`config.mk`:
```
export PLATFORM = sky130hd
export DESIGN_NAME = base64_stream_decoder
export DESIGN_NICKNAME = d
export VERILOG_FILES = /design/src/hdl/b64d_pkg.sv /design/src/hdl/b64d_front.sv /design/src/hdl/b64d_job_fifo.sv /design/src/hdl/b64d_back.sv /design/src/hdl/base64_stream_decoder.sv
export SDC_FILE = /design/constraint.sdc
export NUM_CORES = 1
export LEC_CHECK = 0
export ABC_AREA = 1
export BUFFER_PORTS_ARGS = -buffer_cell sky130_fd_sc_hd__buf_2
export CORE_MARGIN = 10
export CORE_UTILIZATION = 65
export CTS_CLUSTER_SIZE = 12
export DETAILED_ROUTE_END_ITERATION = 10
export PLACE_DENSITY = 0.91
export RECOVER_POWER = 25
export SYNTH_ARGS = -nofsm -noshare
export SYNTH_HDL_FRONTEND = slang
export SYNTH_SLANG_ARGS = --single-unit
```
`constraint.sdc`:
```
create_clock -name clk -period 4.5 [get_ports clk]
set_input_delay 0.225 -clock clk [delete_from_list [all_inputs] [get_ports clk]]
set_output_delay 0.225 -clock clk [all_outputs]
set_load 0.02 [all_outputs]
```
`src/hdl/b64d_pkg.sv`:
```
// b64d_pkg: shared types, constants and the character classifier for the base64 decoder
// no dependencies; used by every module of the decoder by scoped names
`timescale 1ns / 1ps

package b64d_pkg;

	localparam int unsigned SEXTET_W = 6;
	localparam int unsigned ACC_W    = 18;
	localparam int unsigned GROUP_W  = 24;

	localparam logic [7:0] CHAR_NUL   = 8'h00;
	localparam logic [7:0] CHAR_PAD   = 8'h3d;
	localparam logic [7:0] CHAR_SPACE = 8'h20;
	localparam logic [7:0] CHAR_TAB   = 8'h09;
	localparam logic [7:0] CHAR_CR    = 8'h0d;
	localparam logic [7:0] CHAR_PLUS  = 8'h2b;
	localparam logic [7:0] CHAR_SLASH = 8'h2f;
	localparam logic [7:0] CHAR_UC_A  = 8'h41;
	localparam logic [7:0] CHAR_UC_Z  = 8'h5a;
	localparam logic [7:0] CHAR_LC_A  = 8'h61;
	localparam logic [7:0] CHAR_LC_Z  = 8'h7a;
	localparam logic [7:0] CHAR_DIG_0 = 8'h30;
	localparam logic [7:0] CHAR_DIG_9 = 8'h39;

	localparam logic [5:0] SEXTET_LC_BASE  = 6'd26;
	localparam logic [5:0] SEXTET_DIG_BASE = 6'd52;
	localparam logic [5:0] SEXTET_PLUS     = 6'd62;
	localparam logic [5:0] SEXTET_SLASH    = 6'd63;

	typedef enum logic [1:0] {
		CLS_BLANK  = 2'd0,
		CLS_SEXTET = 2'd1,
		CLS_TERM   = 2'd2,
		CLS_BAD    = 2'd3
	} char_class_t;

	typedef struct packed {
		char_class_t      cls;
		logic [SEXTET_W-1:0] sextet;
	} char_info_t;

	// one unit of work handed from the front to the back
	typedef struct packed {
		logic [GROUP_W-1:0] bytes;     // first byte in the top octet
		logic               has_data;  // zero means a single beat with no byte
		logic [1:0]         extra;     // beats after the first
		logic               ends;
		logic               bad;
	} job_t;

	function automatic char_info_t classify(input logic [7:0] c);
		char_info_t info;
		info.cls    = CLS_BAD;
		info.sextet = '0;
		if (c >= CHAR_UC_A && c <= CHAR_UC_Z) begin
			info.cls    = CLS_SEXTET;
			info.sextet = 6'(c - CHAR_UC_A);
		end else if (c >= CHAR_LC_A && c <= CHAR_LC_Z) begin
			info.cls    = CLS_SEXTET;
			info.sextet = 6'(c - CHAR_LC_A) + SEXTET_LC_BASE;
		end else if (c >= CHAR_DIG_0 && c <= CHAR_DIG_9) begin
			info.cls    = CLS_SEXTET;
			info.sextet = 6'(c - CHAR_DIG_0) + SEXTET_DIG_BASE;
		end else if (c == CHAR_PLUS) begin
			info.cls    = CLS_SEXTET;
			info.sextet = SEXTET_PLUS;
		end else if (c == CHAR_SLASH) begin
			info.cls    = CLS_SEXTET;
			info.sextet = SEXTET_SLASH;
		end else if (c == CHAR_SPACE || (c >= CHAR_TAB && c <= CHAR_CR)) begin
			info.cls = CLS_BLANK;
		end else if (c == CHAR_NUL || c == CHAR_PAD) begin
			info.cls = CLS_TERM;
		end
		return info;
	endfunction

endpackage

```
`src/hdl/b64d_front.sv`:
```
// b64d_front: takes accepted characters, classifies them and gathers sextets into jobs
// depends on b64d_pkg
`timescale 1ns / 1ps

module b64d_front (
	input  logic              clk,
	input  logic              arst_n,
	input  logic              accept,
	input  logic [7:0]        char_code,
	output logic              job_wr,
	output b64d_pkg::job_t    job
);

	logic [b64d_pkg::ACC_W-1:0] acc_q;
	logic [1:0]                 cnt_q;
	b64d_pkg::char_info_t       info;
	logic [b64d_pkg::GROUP_W-1:0] full_group;

	assign info       = b64d_pkg::classify(char_code);
	assign full_group = {acc_q, info.sextet};

	always_comb begin
		job_wr       = 1'b0;
		job.bytes    = '0;
		job.has_data = 1'b0;
		job.extra    = 2'd0;
		job.ends     = 1'b0;
		job.bad      = 1'b0;
		unique case (info.cls)
			b64d_pkg::CLS_BLANK: begin
			end
			b64d_pkg::CLS_SEXTET: begin
				if (cnt_q == 2'd3) begin
					job_wr       = accept;
					job.bytes    = full_group;
					job.has_data = 1'b1;
					job.extra    = 2'd2;
				end
			end
			b64d_pkg::CLS_TERM, b64d_pkg::CLS_BAD: begin
				job_wr   = accept;
				job.ends = 1'b1;
				job.bad  = (info.cls == b64d_pkg::CLS_BAD);
				unique case (cnt_q)
					2'd2: begin
						job.bytes    = {acc_q[11:4], 16'h0000};
						job.has_data = 1'b1;
					end
					2'd3: begin
						job.bytes    = {acc_q[17:10], acc_q[9:2], 8'h00};
						job.has_data = 1'b1;
						job.extra    = 2'd1;
					end
					default: begin
					end
				endcase
			end
			default: begin
			end
		endcase
	end

	always_ff @(posedge clk or negedge arst_n) begin
		if (!arst_n) begin
			acc_q <= '0;
			cnt_q <= 2'd0;
		end else if (accept) begin
			if (info.cls == b64d_pkg::CLS_SEXTET && cnt_q != 2'd3) begin
				acc_q <= {acc_q[11:0], info.sextet};
				cnt_q <= cnt_q + 2'd1;
			end else if (info.cls != b64d_pkg::CLS_BLANK) begin
				acc_q <= '0;
				cnt_q <= 2'd0;
			end
		end
	end

endmodule

```
`src/hdl/b64d_job_fifo.sv`:
```
// b64d_job_fifo: short queue of jobs between the front and the back
// depends on b64d_pkg for the job type
`timescale 1ns / 1ps

module b64d_job_fifo #(
	parameter int unsigned DEPTH = 4
) (
	input  logic           clk,
	input  logic           arst_n,
	input  logic           wr,
	input  b64d_pkg::job_t wr_job,
	input  logic           rd,
	output b64d_pkg::job_t rd_job,
	output logic           full,
	output logic           empty
);

	localparam int unsigned PTR_W = (DEPTH > 1) ? $clog2(DEPTH) : 1;
	localparam int unsigned CNT_W = $clog2(DEPTH + 1);

	b64d_pkg::job_t   slots_q [DEPTH];
	logic [PTR_W-1:0] wr_ptr_q;
	logic [PTR_W-1:0] rd_ptr_q;
	logic [CNT_W-1:0] count_q;

	assign full   = (count_q == CNT_W'(DEPTH));
	assign empty  = (count_q == '0);
	assign rd_job = slots_q[rd_ptr_q];

	always_ff @(posedge clk) begin
		if (wr) begin
			slots_q[wr_ptr_q] <= wr_job;
		end
	end

	always_ff @(posedge clk or negedge arst_n) begin
		if (!arst_n) begin
			wr_ptr_q <= '0;
			rd_ptr_q <= '0;
			count_q  <= '0;
		end else begin
			if (wr) begin
				wr_ptr_q <= (wr_ptr_q == PTR_W'(DEPTH - 1)) ? '0 : wr_ptr_q + 1'b1;
			end
			if (rd) begin
				rd_ptr_q <= (rd_ptr_q == PTR_W'(DEPTH - 1)) ? '0 : rd_ptr_q + 1'b1;
			end
			if (wr && !rd) begin
				count_q <= count_q + 1'b1;
			end else if (rd && !wr) begin
				count_q <= count_q - 1'b1;
			end
		end
	end

endmodule

```
`src/hdl/b64d_back.sv`:
```
// b64d_back: expands each job into one to three result beats held in an output register
// depends on b64d_pkg for the job type
`timescale 1ns / 1ps

module b64d_back (
	input  logic           clk,
	input  logic           arst_n,
	input  logic           job_avail,
	input  b64d_pkg::job_t job,
	output logic           job_rd,
	input  logic           pop,
	output logic           empty,
	output logic [7:0]     data_byte,
	output logic           byte_valid,
	output logic           run_last,
	output logic           stream_end,
	output logic           bad_char
);

	logic                         busy_q;
	logic [b64d_pkg::GROUP_W-1:0] bytes_q;
	logic                         has_data_q;
	logic [1:0]                   rem_q;
	logic                         ends_q;
	logic                         bad_q;
	logic                         last;

	assign last   = (rem_q == 2'd0);
	assign empty  = !busy_q;
	assign job_rd = job_avail && (!busy_q || (pop && last));

	assign data_byte  = has_data_q ? bytes_q[23:16] : 8'h00;
	assign byte_valid = has_data_q;
	assign run_last   = last;
	assign stream_end = last && ends_q;
	assign bad_char   = last && bad_q;

	always_ff @(posedge clk or negedge arst_n) begin
		if (!arst_n) begin
			busy_q <= 1'b0;
			rem_q  <= 2'd0;
		end else if (job_rd) begin
			busy_q <= 1'b1;
			rem_q  <= job.extra;
		end else if (pop && busy_q) begin
			if (last) begin
				busy_q <= 1'b0;
			end else begin
				rem_q <= rem_q - 2'd1;
			end
		end
	end

	always_ff @(posedge clk) begin
		if (job_rd) begin
			bytes_q    <= job.bytes;
			has_data_q <= job.has_data;
			ends_q     <= job.ends;
			bad_q      <= job.bad;
		end else if (pop && busy_q && !last) begin
			bytes_q <= {bytes_q[15:0], 8'h00};
		end
	end

endmodule

```
`src/hdl/base64_stream_decoder.sv`:
```
// base64_stream_decoder: top level of the streaming base64 decoder
// depends on b64d_pkg, b64d_front, b64d_job_fifo and b64d_back
`timescale 1ns / 1ps

// usage
//   input side: one character per beat on char_code, taken when push is high and full low
//   output side: the oldest result sits on the result ports while empty is low and
//   leaves when pop is high; each character gives zero to three result beats
//   blanks give no beat; the fourth sextet of a group gives three byte beats;
//   '=', nul or a bad character flushes the open group and flags the last beat
// timing
//   one character a cycle, back to back, while full is low; the front updates the
//   sextet accumulator in the cycle of the beat; a character's first result passes
//   through the job queue and then the output register; the back drains one result
//   beat a cycle while pop is high; since four characters at most make three bytes,
//   the output side keeps up with a steady input of one per cycle
// stalls
//   while pop stays low the job queue fills; full rises once QUEUE_DEPTH jobs wait,
//   blanks and sextets that only extend a group still need a free slot to be taken
// reset
//   arst_n clears the accumulator, the queue pointers and the busy flag of the
//   output register; the block is ready for a new stream as soon as reset is released

module base64_stream_decoder #(
	parameter int unsigned QUEUE_DEPTH = 4
) (
	input  logic       clk,
	input  logic       arst_n,
	input  logic       push,
	output logic       full,
	input  logic [7:0] char_code,
	input  logic       pop,
	output logic       empty,
	output logic [7:0] data_byte,
	output logic       byte_valid,
	output logic       run_last,
	output logic       stream_end,
	output logic       bad_char
);

	// handshake on the character side
	logic           accept;
	// job from the front into the queue
	logic           job_wr;
	b64d_pkg::job_t front_job;
	// queue head towards the back
	b64d_pkg::job_t head_job;
	logic           q_empty;
	logic           job_rd;

	assign accept = push && !full;

	// front: classify, collect sextets, issue a job at group or stream end
	b64d_front u_front (
		.clk       (clk),
		.arst_n    (arst_n),
		.accept    (accept),
		.char_code (char_code),
		.job_wr    (job_wr),
		.job       (front_job)
	);

	// decoupling queue, lets the output side stall without stopping the front at once
	b64d_job_fifo #(
		.DEPTH (QUEUE_DEPTH)
	) u_fifo (
		.clk    (clk),
		.arst_n (arst_n),
		.wr     (job_wr),
		.wr_job (front_job),
		.rd     (job_rd),
		.rd_job (head_job),
		.full   (full),
		.empty  (q_empty)
	);

	// back: one result beat a cycle from the head job while pop is high, held until popped
	b64d_back u_back (
		.clk        (clk),
		.arst_n     (arst_n),
		.job_avail  (!q_empty),
		.job        (head_job),
		.job_rd     (job_rd),
		.pop        (pop),
		.empty      (empty),
		.data_byte  (data_byte),
		.byte_valid (byte_valid),
		.run_last   (run_last),
		.stream_end (stream_end),
		.bad_char   (bad_char)
	);

`ifndef NO_ASSERTIONS
	// the queue is never written while it is full
	assert property (@(posedge clk) disable iff (!arst_n) job_wr |-> !full)
		else $error("job written into a full queue");

	// a stalled result beat keeps its byte, run_last and stream_end
	assert property (@(posedge clk) disable iff (!arst_n)
		(!empty && !pop) |=> (!empty && $stable(data_byte) && $stable(run_last)
			&& $stable(stream_end)))
		else $error("result beat changed while stalled");

	// the error flag comes only on the closing beat of a stream
	assert property (@(posedge clk) disable iff (!arst_n)
		(!empty && bad_char) |-> (stream_end && run_last))
		else $error("bad_char without stream end");

	// only the closing beat of a character may carry no byte
	assert property (@(posedge clk) disable iff (!arst_n)
		(!empty && !run_last) |-> byte_valid)
		else $error("byte-less beat before the last one");
`endif

endmodule
```
**Word level (Yosys, flattened, before mapping)**

Memory sizes are Yosys's and may differ from the RTL's.
Index checks and enable logic that the tools add are counted.

- Word-level logic and storage cells: 115
- Bits of input ports: 12
- Output and inout port bits: 14
- Bits in registers: 57
- Memories: 1
- Memory bits (writable): 116

- Multiplexer cells: 34
- Reductions and logical operators: 36
- Order comparisons: 8
- Eq/ne operators: 14
- Add/sub/neg operators: 11

Memories:

| name | words | bits a word | read ports | clocked after memory_dff | wr ports | line | source |
|---|---|---|---|---|---|---|---|
| u_fifo.slots_q | 4 | 29 | 1 | 0 | 1 | b64d_job_fifo.sv:21 | `b64d_pkg::job_t slots_q [DEPTH];` |

Operators with widths:

| operator | number |
|---|---|
| 27-bit one-hot mux with 2 select lines | 1 |
| 25-bit one-hot mux with 2 select lines | 1 |
| 24-bit two-way mux | 2 |
| 8-bit two-way mux | 5 |
| 18-bit two-way mux | 2 |
| 8-bit by 6-bit == test with 1-bit output (second input constant) | 4 |
| 27-bit two-way mux | 1 |
| 2-bit two-way mux | 10 |
| 8-bit by 7-bit >= comparator with 1-bit output (second input constant) | 2 |
| 8-bit by 7-bit <= comparator with 1-bit output (second input constant) | 2 |
| 1-bit logical AND | 14 |
| 2-bit == test (second input constant) | 6 |
| 2-bit nonzero test | 6 |
| 6-bit subtractor (second input constant) | 2 |
| 8-bit by 4-bit >= comparator with 1-bit output (second input constant) | 1 |
| 8-bit by 6-bit >= comparator with 1-bit output (second input constant) | 1 |
| 8-bit by 4-bit <= comparator with 1-bit output (second input constant) | 1 |
| 8-bit by 6-bit <= comparator with 1-bit output (second input constant) | 1 |
| 8-bit zero test | 1 |
| 1-bit two-way mux | 8 |
| 2-bit by 1-bit adder with 2-bit output (second input constant) | 3 |
| 6-bit by 5-bit adder with 6-bit output (second input constant) | 1 |
| 6-bit adder (second input constant) | 1 |
| 1-bit zero test | 6 |
| 15 further kinds | 21 |

**Depth between registers and ports, before layout**

- Depth in word-level cells: 16
- Depth in mapped cells: 18
- Gate-level depth less buffers: 18

**Modules after synthesis**

From an unflattened synthesis, not the netlist that was laid out.

- Cell total of the unflattened synthesis: 832
- Area total of the unflattened synthesis: 8557.0 um^2

By module, submodules not included:

| module | seq. area each (um^2) | cells each | area an instance (um^2) | instances |
|---|---|---|---|---|
| b64d_job_fifo | 3658.5 | 389 | 5153.7 | 1 |
| b64d_front | 500.5 | 296 | 2011.9 | 1 |
| b64d_back | 885.8 | 144 | 1377.6 | 1 |
| base64_stream_decoder | 0.0 | 3 | 13.8 | 1 |

**Least setup slack after synthesis**

No wires, ideal clock.

- Path kind: input to register
- From: input port char_code[3]
- To: memory u_fifo.slots_q[3][0] in the netlist's numbering, enable pin
- Arrival time: 2.742 ns
- Required time: 4.085 ns
- Cell stages on the path: 13
- Slack: 1.343 ns
- Cells stage by stage: buf_2 -> inv_1 -> ha_1 -> nand2_1 -> nor2_2 -> nand2_1 -> and2_1 -> nand2_4 -> nand3_4 -> nand2_1 -> nand2_2 -> inv_1 -> nor2_1

- Word-level cells in the longest chain between the ends: 14

RTL lines:

| element | line | source |
|---|---|---|
| start, declared | base64_stream_decoder.sv:31 | `input logic [7:0] char_code,` |
| 8-bit by 4-bit >= comparator with 1-bit output (tied with other cells) | b64d_pkg.sv:70 | `end else if (c == CHAR_SPACE \|\| (c >= CHAR_TAB && c <= CHAR_CR)) begin` |
| 1-bit logical AND or 1-bit logical OR (tied branches) | b64d_pkg.sv:70, b64d_pkg.sv:72 |  |
| 1-bit logical OR or 1-bit two-way mux (tied branches) | b64d_pkg.sv:70, b64d_pkg.sv:72 |  |
| 2-bit two-way mux | b64d_pkg.sv:70 |  |
| 2-bit two-way mux | b64d_pkg.sv:67 | `end else if (c == CHAR_SLASH) begin` |
| 8-bit two-way mux | b64d_pkg.sv:64 | `end else if (c == CHAR_PLUS) begin` |
| 8-bit two-way mux | b64d_pkg.sv:61 | `end else if (c >= CHAR_DIG_0 && c <= CHAR_DIG_9) begin` |
| 8-bit two-way mux | b64d_pkg.sv:58 | `end else if (c >= CHAR_LC_A && c <= CHAR_LC_Z) begin` |
| 8-bit two-way mux (*) | b64d_pkg.sv:55 | `if (c >= CHAR_UC_A && c <= CHAR_UC_Z) begin` |
| 2-bit == test | b64d_front.sv:29 | `unique case (info.cls)` |
| 2-bit OR reduction | b64d_front.sv:29 |  |
| 1-bit one-hot mux with 2 select lines (*) | b64d_front.sv:29 |  |
| via job_wr | base64_stream_decoder.sv:44 | `logic job_wr;` |
| 1-bit two-way mux (*) | b64d_job_fifo.sv:31 | `if (wr) begin` |
| 1-bit two-way mux (not written as such) (*) | b64d_job_fifo.sv:32 | `slots_q[wr_ptr_q] <= wr_job;` |
| end, declared | b64d_job_fifo.sv:21 |  |

Mark *: on every way through the listed nets, which the timed path passes. The rest lies on a longest branch.

**Final worst setup path**

- From: input port char_code[1]
- To: register u_fifo.count_q[1]

- Word-level cells in the longest chain between the ends: 15

RTL lines:

| element | line | source |
|---|---|---|
| 8-bit by 4-bit >= comparator with 1-bit output (tied with other cells) | b64d_pkg.sv:70 |  |
| 1-bit logical AND or 1-bit logical OR (tied branches) | b64d_pkg.sv:70, b64d_pkg.sv:72 |  |
| 1-bit logical OR or 1-bit two-way mux (tied branches) | b64d_pkg.sv:70, b64d_pkg.sv:72 |  |
| 2-bit two-way mux | b64d_pkg.sv:70 |  |
| 2-bit two-way mux | b64d_pkg.sv:67 |  |
| 8-bit two-way mux | b64d_pkg.sv:64 |  |
| 8-bit two-way mux | b64d_pkg.sv:61 |  |
| 8-bit two-way mux | b64d_pkg.sv:58 |  |
| 8-bit two-way mux (*) | b64d_pkg.sv:55 |  |
| 2-bit == test | b64d_front.sv:29 |  |
| 2-bit OR reduction | b64d_front.sv:29 |  |
| 1-bit one-hot mux with 2 select lines (*) | b64d_front.sv:29 |  |
| via job_wr | base64_stream_decoder.sv:44 |  |
| 1-bit zero test | b64d_job_fifo.sv:50 | `end else if (rd && !wr) begin` |
| 1-bit logical AND | b64d_job_fifo.sv:50 |  |
| 2-bit nonzero test (no source line) | n/a |  |
| end signal, assigned | b64d_job_fifo.sv:49 | `count_q <= count_q + 1'b1;` |
| end signal, assigned | b64d_job_fifo.sv:51 | `count_q <= count_q - 1'b1;` |
| end, declared | b64d_job_fifo.sv:24 | `logic [CNT_W-1:0] count_q;` |

Marks and branches as above.
A chain may end at the register's enable or synchronous reset.

==> flow_summary.ini <==
[status]
status = complete, but fails checks
violations = max-capacitance violations, max-slew violations

[place]
place_hpwl_um = 10610
placedCellCount = 906
pre_cts_ws_ns = 1.594
io_buffers = 25
gp_congestion = 0.9721

[clock_network]
cts-root-buf = clkbuf_16
htree_levels = 4
tritoncts = done
cts_buffer_depth = 2
clk_latency_ns = 0.43
cts_made_buffers = 17
cts_setup_buffers = 0
cts_resized = 0
cts_hold_buffers = 1
cts_sinks = 173
cts.clk_slew.worst_paths_ns = 0.06

[setup_path]
crit_type = in2reg
critPathCaptureType = register
worstPathArrival_ns = 3.34
worst_ep_required_time_ns = 4.81
worstPathMaxFanout = 6
start_kind = input port

[drt]
first_iter_violations = 732
drt-wirelength-per-cell_um = 19.01
drc = 0
firstDrtPassIters = 7
via_count = 5770
ant_nets = 0
wl_um = 17850
drt-vias-per-instance = 6.145

[synthesis]
synthTopCellsByCount = nand2_1 (151), nor2_1 (147), edfxtp_1 (143)
netlist_instances = 756
ys_seq_elements = 173
synthTopCellsByArea = edfxtp_1 (55%), dfrtp_1 (9.5%), nand2_1 (7.2%)
synth_top_area_share_pct = 54.57
syn_area_per_cell_um2 = 10.41
synthFlopType = edfxtp_1
yosysTopAreaCell = edfxtp_1
synth_area_um2 = 7869
synth_fp_nets = 786
synth-async-reset-ratio_pct = 17.34
yosysWarningCount = 0
synth_edf_count = 143
synth_most_common_cell = nand2_1
ys_seq_area_share_pct = 64.11
synth_cell_types = 36

[global_route]
grt.overflow.total = 0
antenna_found_initial = 0
grt_pass1_wl_um = 28680
grt_usage_pct = 22.00
grt_max_degree = 62
grt_pass1_vias = 5792

[final_layout]
final_util_pct = 72.50
diodes = 0
final_cells = 939
fin_nets = 809
drive_gt1_share_pct = 9.722
area_growth_pct = 9.747

[power_and_ir_drop]
p_clk_share_pct = 26.7
irDropWorstVdd_mv = 0.3769
powerDensity_nw_per_um2 = 624.1
power.switching_mw = 1.892
seqPwrFrac_pct = 43.2
p_leak_nw = 3.499
p_int_mw = 3.497
pwr-share-comb_pct = 30.1
swShare_pct = 35.11

[flow_run]
max-cap-violations = 1

[sta]
drv_slew = 31
setup-tns-final_ns = 0
fin_crit_ns = 3.026
rsz0062_at_grt = false
max_freq_ghz = 0.3305
worst_pin_slew_ns = 1.767
finalHoldViolations = 0
fin_crit_sh_pct = 67.25
post-route-worst-setup-slack_ns = 1.474
slew_headroom_pct = -17.79
finalClockSkew_ns = 0.009784
setup_violations = 0

[die]
fp.dieH_um = 130.0
num_rows = 40
fp.dieW_um = 130.0
dieArea_um2 = 16910
fp.coreArea_um2 = 11910
pin_count = 26
initial_core_util_pct = 66.06

[hold_path]
worstHoldPathType = in2reg
-- area by class of cell --
| cell class | count | area (um2) |
|---|---|---|
| inverter | 59 | 224.0 |
| clock buffer | 18 | 429.2 |
| clock inverter | 14 | 151.4 |
| sequential | 173 | 5045 |
| multi-input combinational | 492 | 2412 |
| tap | 147 | 183.9 |
| fill | 751 | 3276 |
| timing repair buffer | 36 | 190.2 |
-- cells by family (layout without fill, tap and decap cells) --
kind of cell	after synthesis	in the layout	share of synthesized area, %
and+or+nand+nor	358	358	19.73
DFF	173	173	64.11
buffers and inverters	91	127	4.818
muxes	1	1	0.1431
AOI/OAI and AO/OA	109	109	7.569
xor gates and xnor gates	6	6	0.6680
adders and majority gates	18	18	2.958
-- state kept, by name (all words and copies together) (netlist names), 2 cells and up --
name and cells:
u_back.bytes_q 24, u_fifo.count_q 3, u_fifo.rd_ptr_q 2, u_fifo.slots_q 116, u_front.cnt_q 2, u_fifo.wr_ptr_q 2
u_front.acc_q 18, u_back.rem_q 2
-- final timing paths --
kind	from	to	slack, ns	depth (start not counted)
max	char_code[1]	u_fifo.count_q[1]	1.47	15
min	pop	u_back.busy_q	0.16	4
min reg2reg	u_front.acc_q[15]	u_front.acc_q[15]	0.48	2
max reg2reg	u_front.cnt_q[0]	u_fifo.count_q[2]	1.77	11
max in group asynchronous	arst_n	u_front.acc_q[15]	2.67	2
min in group asynchronous	arst_n	u_fifo.count_q[0]	0.80	2
-- power groups by stage --
stage / Sequential [mW] / Combinational, mW / Clock, mW
after detailed placement: 2.35 / 1.58 / 0
final: 2.33 / 1.62 / 1.44
after global placement: 2.33 / 1.48 / 0
after floorplan: 2.31 / 1.14 / 0
after CTS: 2.32 / 1.63 / 1.45
after global routing: 2.36 / 1.80 / 1.51
-- critical path, stage by stage --
cell and delay, ns:
clkbuf_1 0.14, inv_1 0.17, ha_1 0.26, nand2_1 0.08
nor2_1 0.19, nand2_1 0.11, and2_0 0.17, nand2_1 0.22
nand3_1 0.34, nand2_1 0.23, nand2_1 0.16, ha_1 0.24
inv_1 0.10, fa_1 0.42, mux2_2 0.28
-- through the flow --
step | hold slack [ns] | power [mW] | area, um2
after global placement | 0.2986 | 3.805 | 8108
after detailed placement | 0.3120 | 3.924 | 8108
after CTS | 0.1504 | 5.405 | 8698
after global routing | 0.1810 | 5.670 | 8636
final | 0.1631 | 5.390 | 8636
after floorplan | -0.07059 | 3.447 | 7869
-- routing by layer --
| layer | share of wire [%] | wire [um] | track usage (%) |
|---|---|---|---|
| met5 | 0 | 0 | 0 |
| met4 | 3.6 | 643 | 10.65 |
| met3 | 9.1 | 1616 | 4.625 |
| met2 | 52 | 9201 | 39.00 |
| met1 | 36 | 6392 | 24.73 |
-- cell usage in the layout (no fill, tap or decap), drive strengths merged, types with 5 or more instances in the layout --
master  synthesis  layout
a21oi          14      14
nor2          164     164
o22ai           5       5
inv            58      58
a31oi          17      17
o21ai          70      70
edfxtp        143     143
clkbuf         20      34
nand2         161     161
dfrtp          30      30
buf            12      19
clkinv          1      10
ha             17      17
nand3          25      25
No activity file was read; power rests on OpenSTA's default activity.
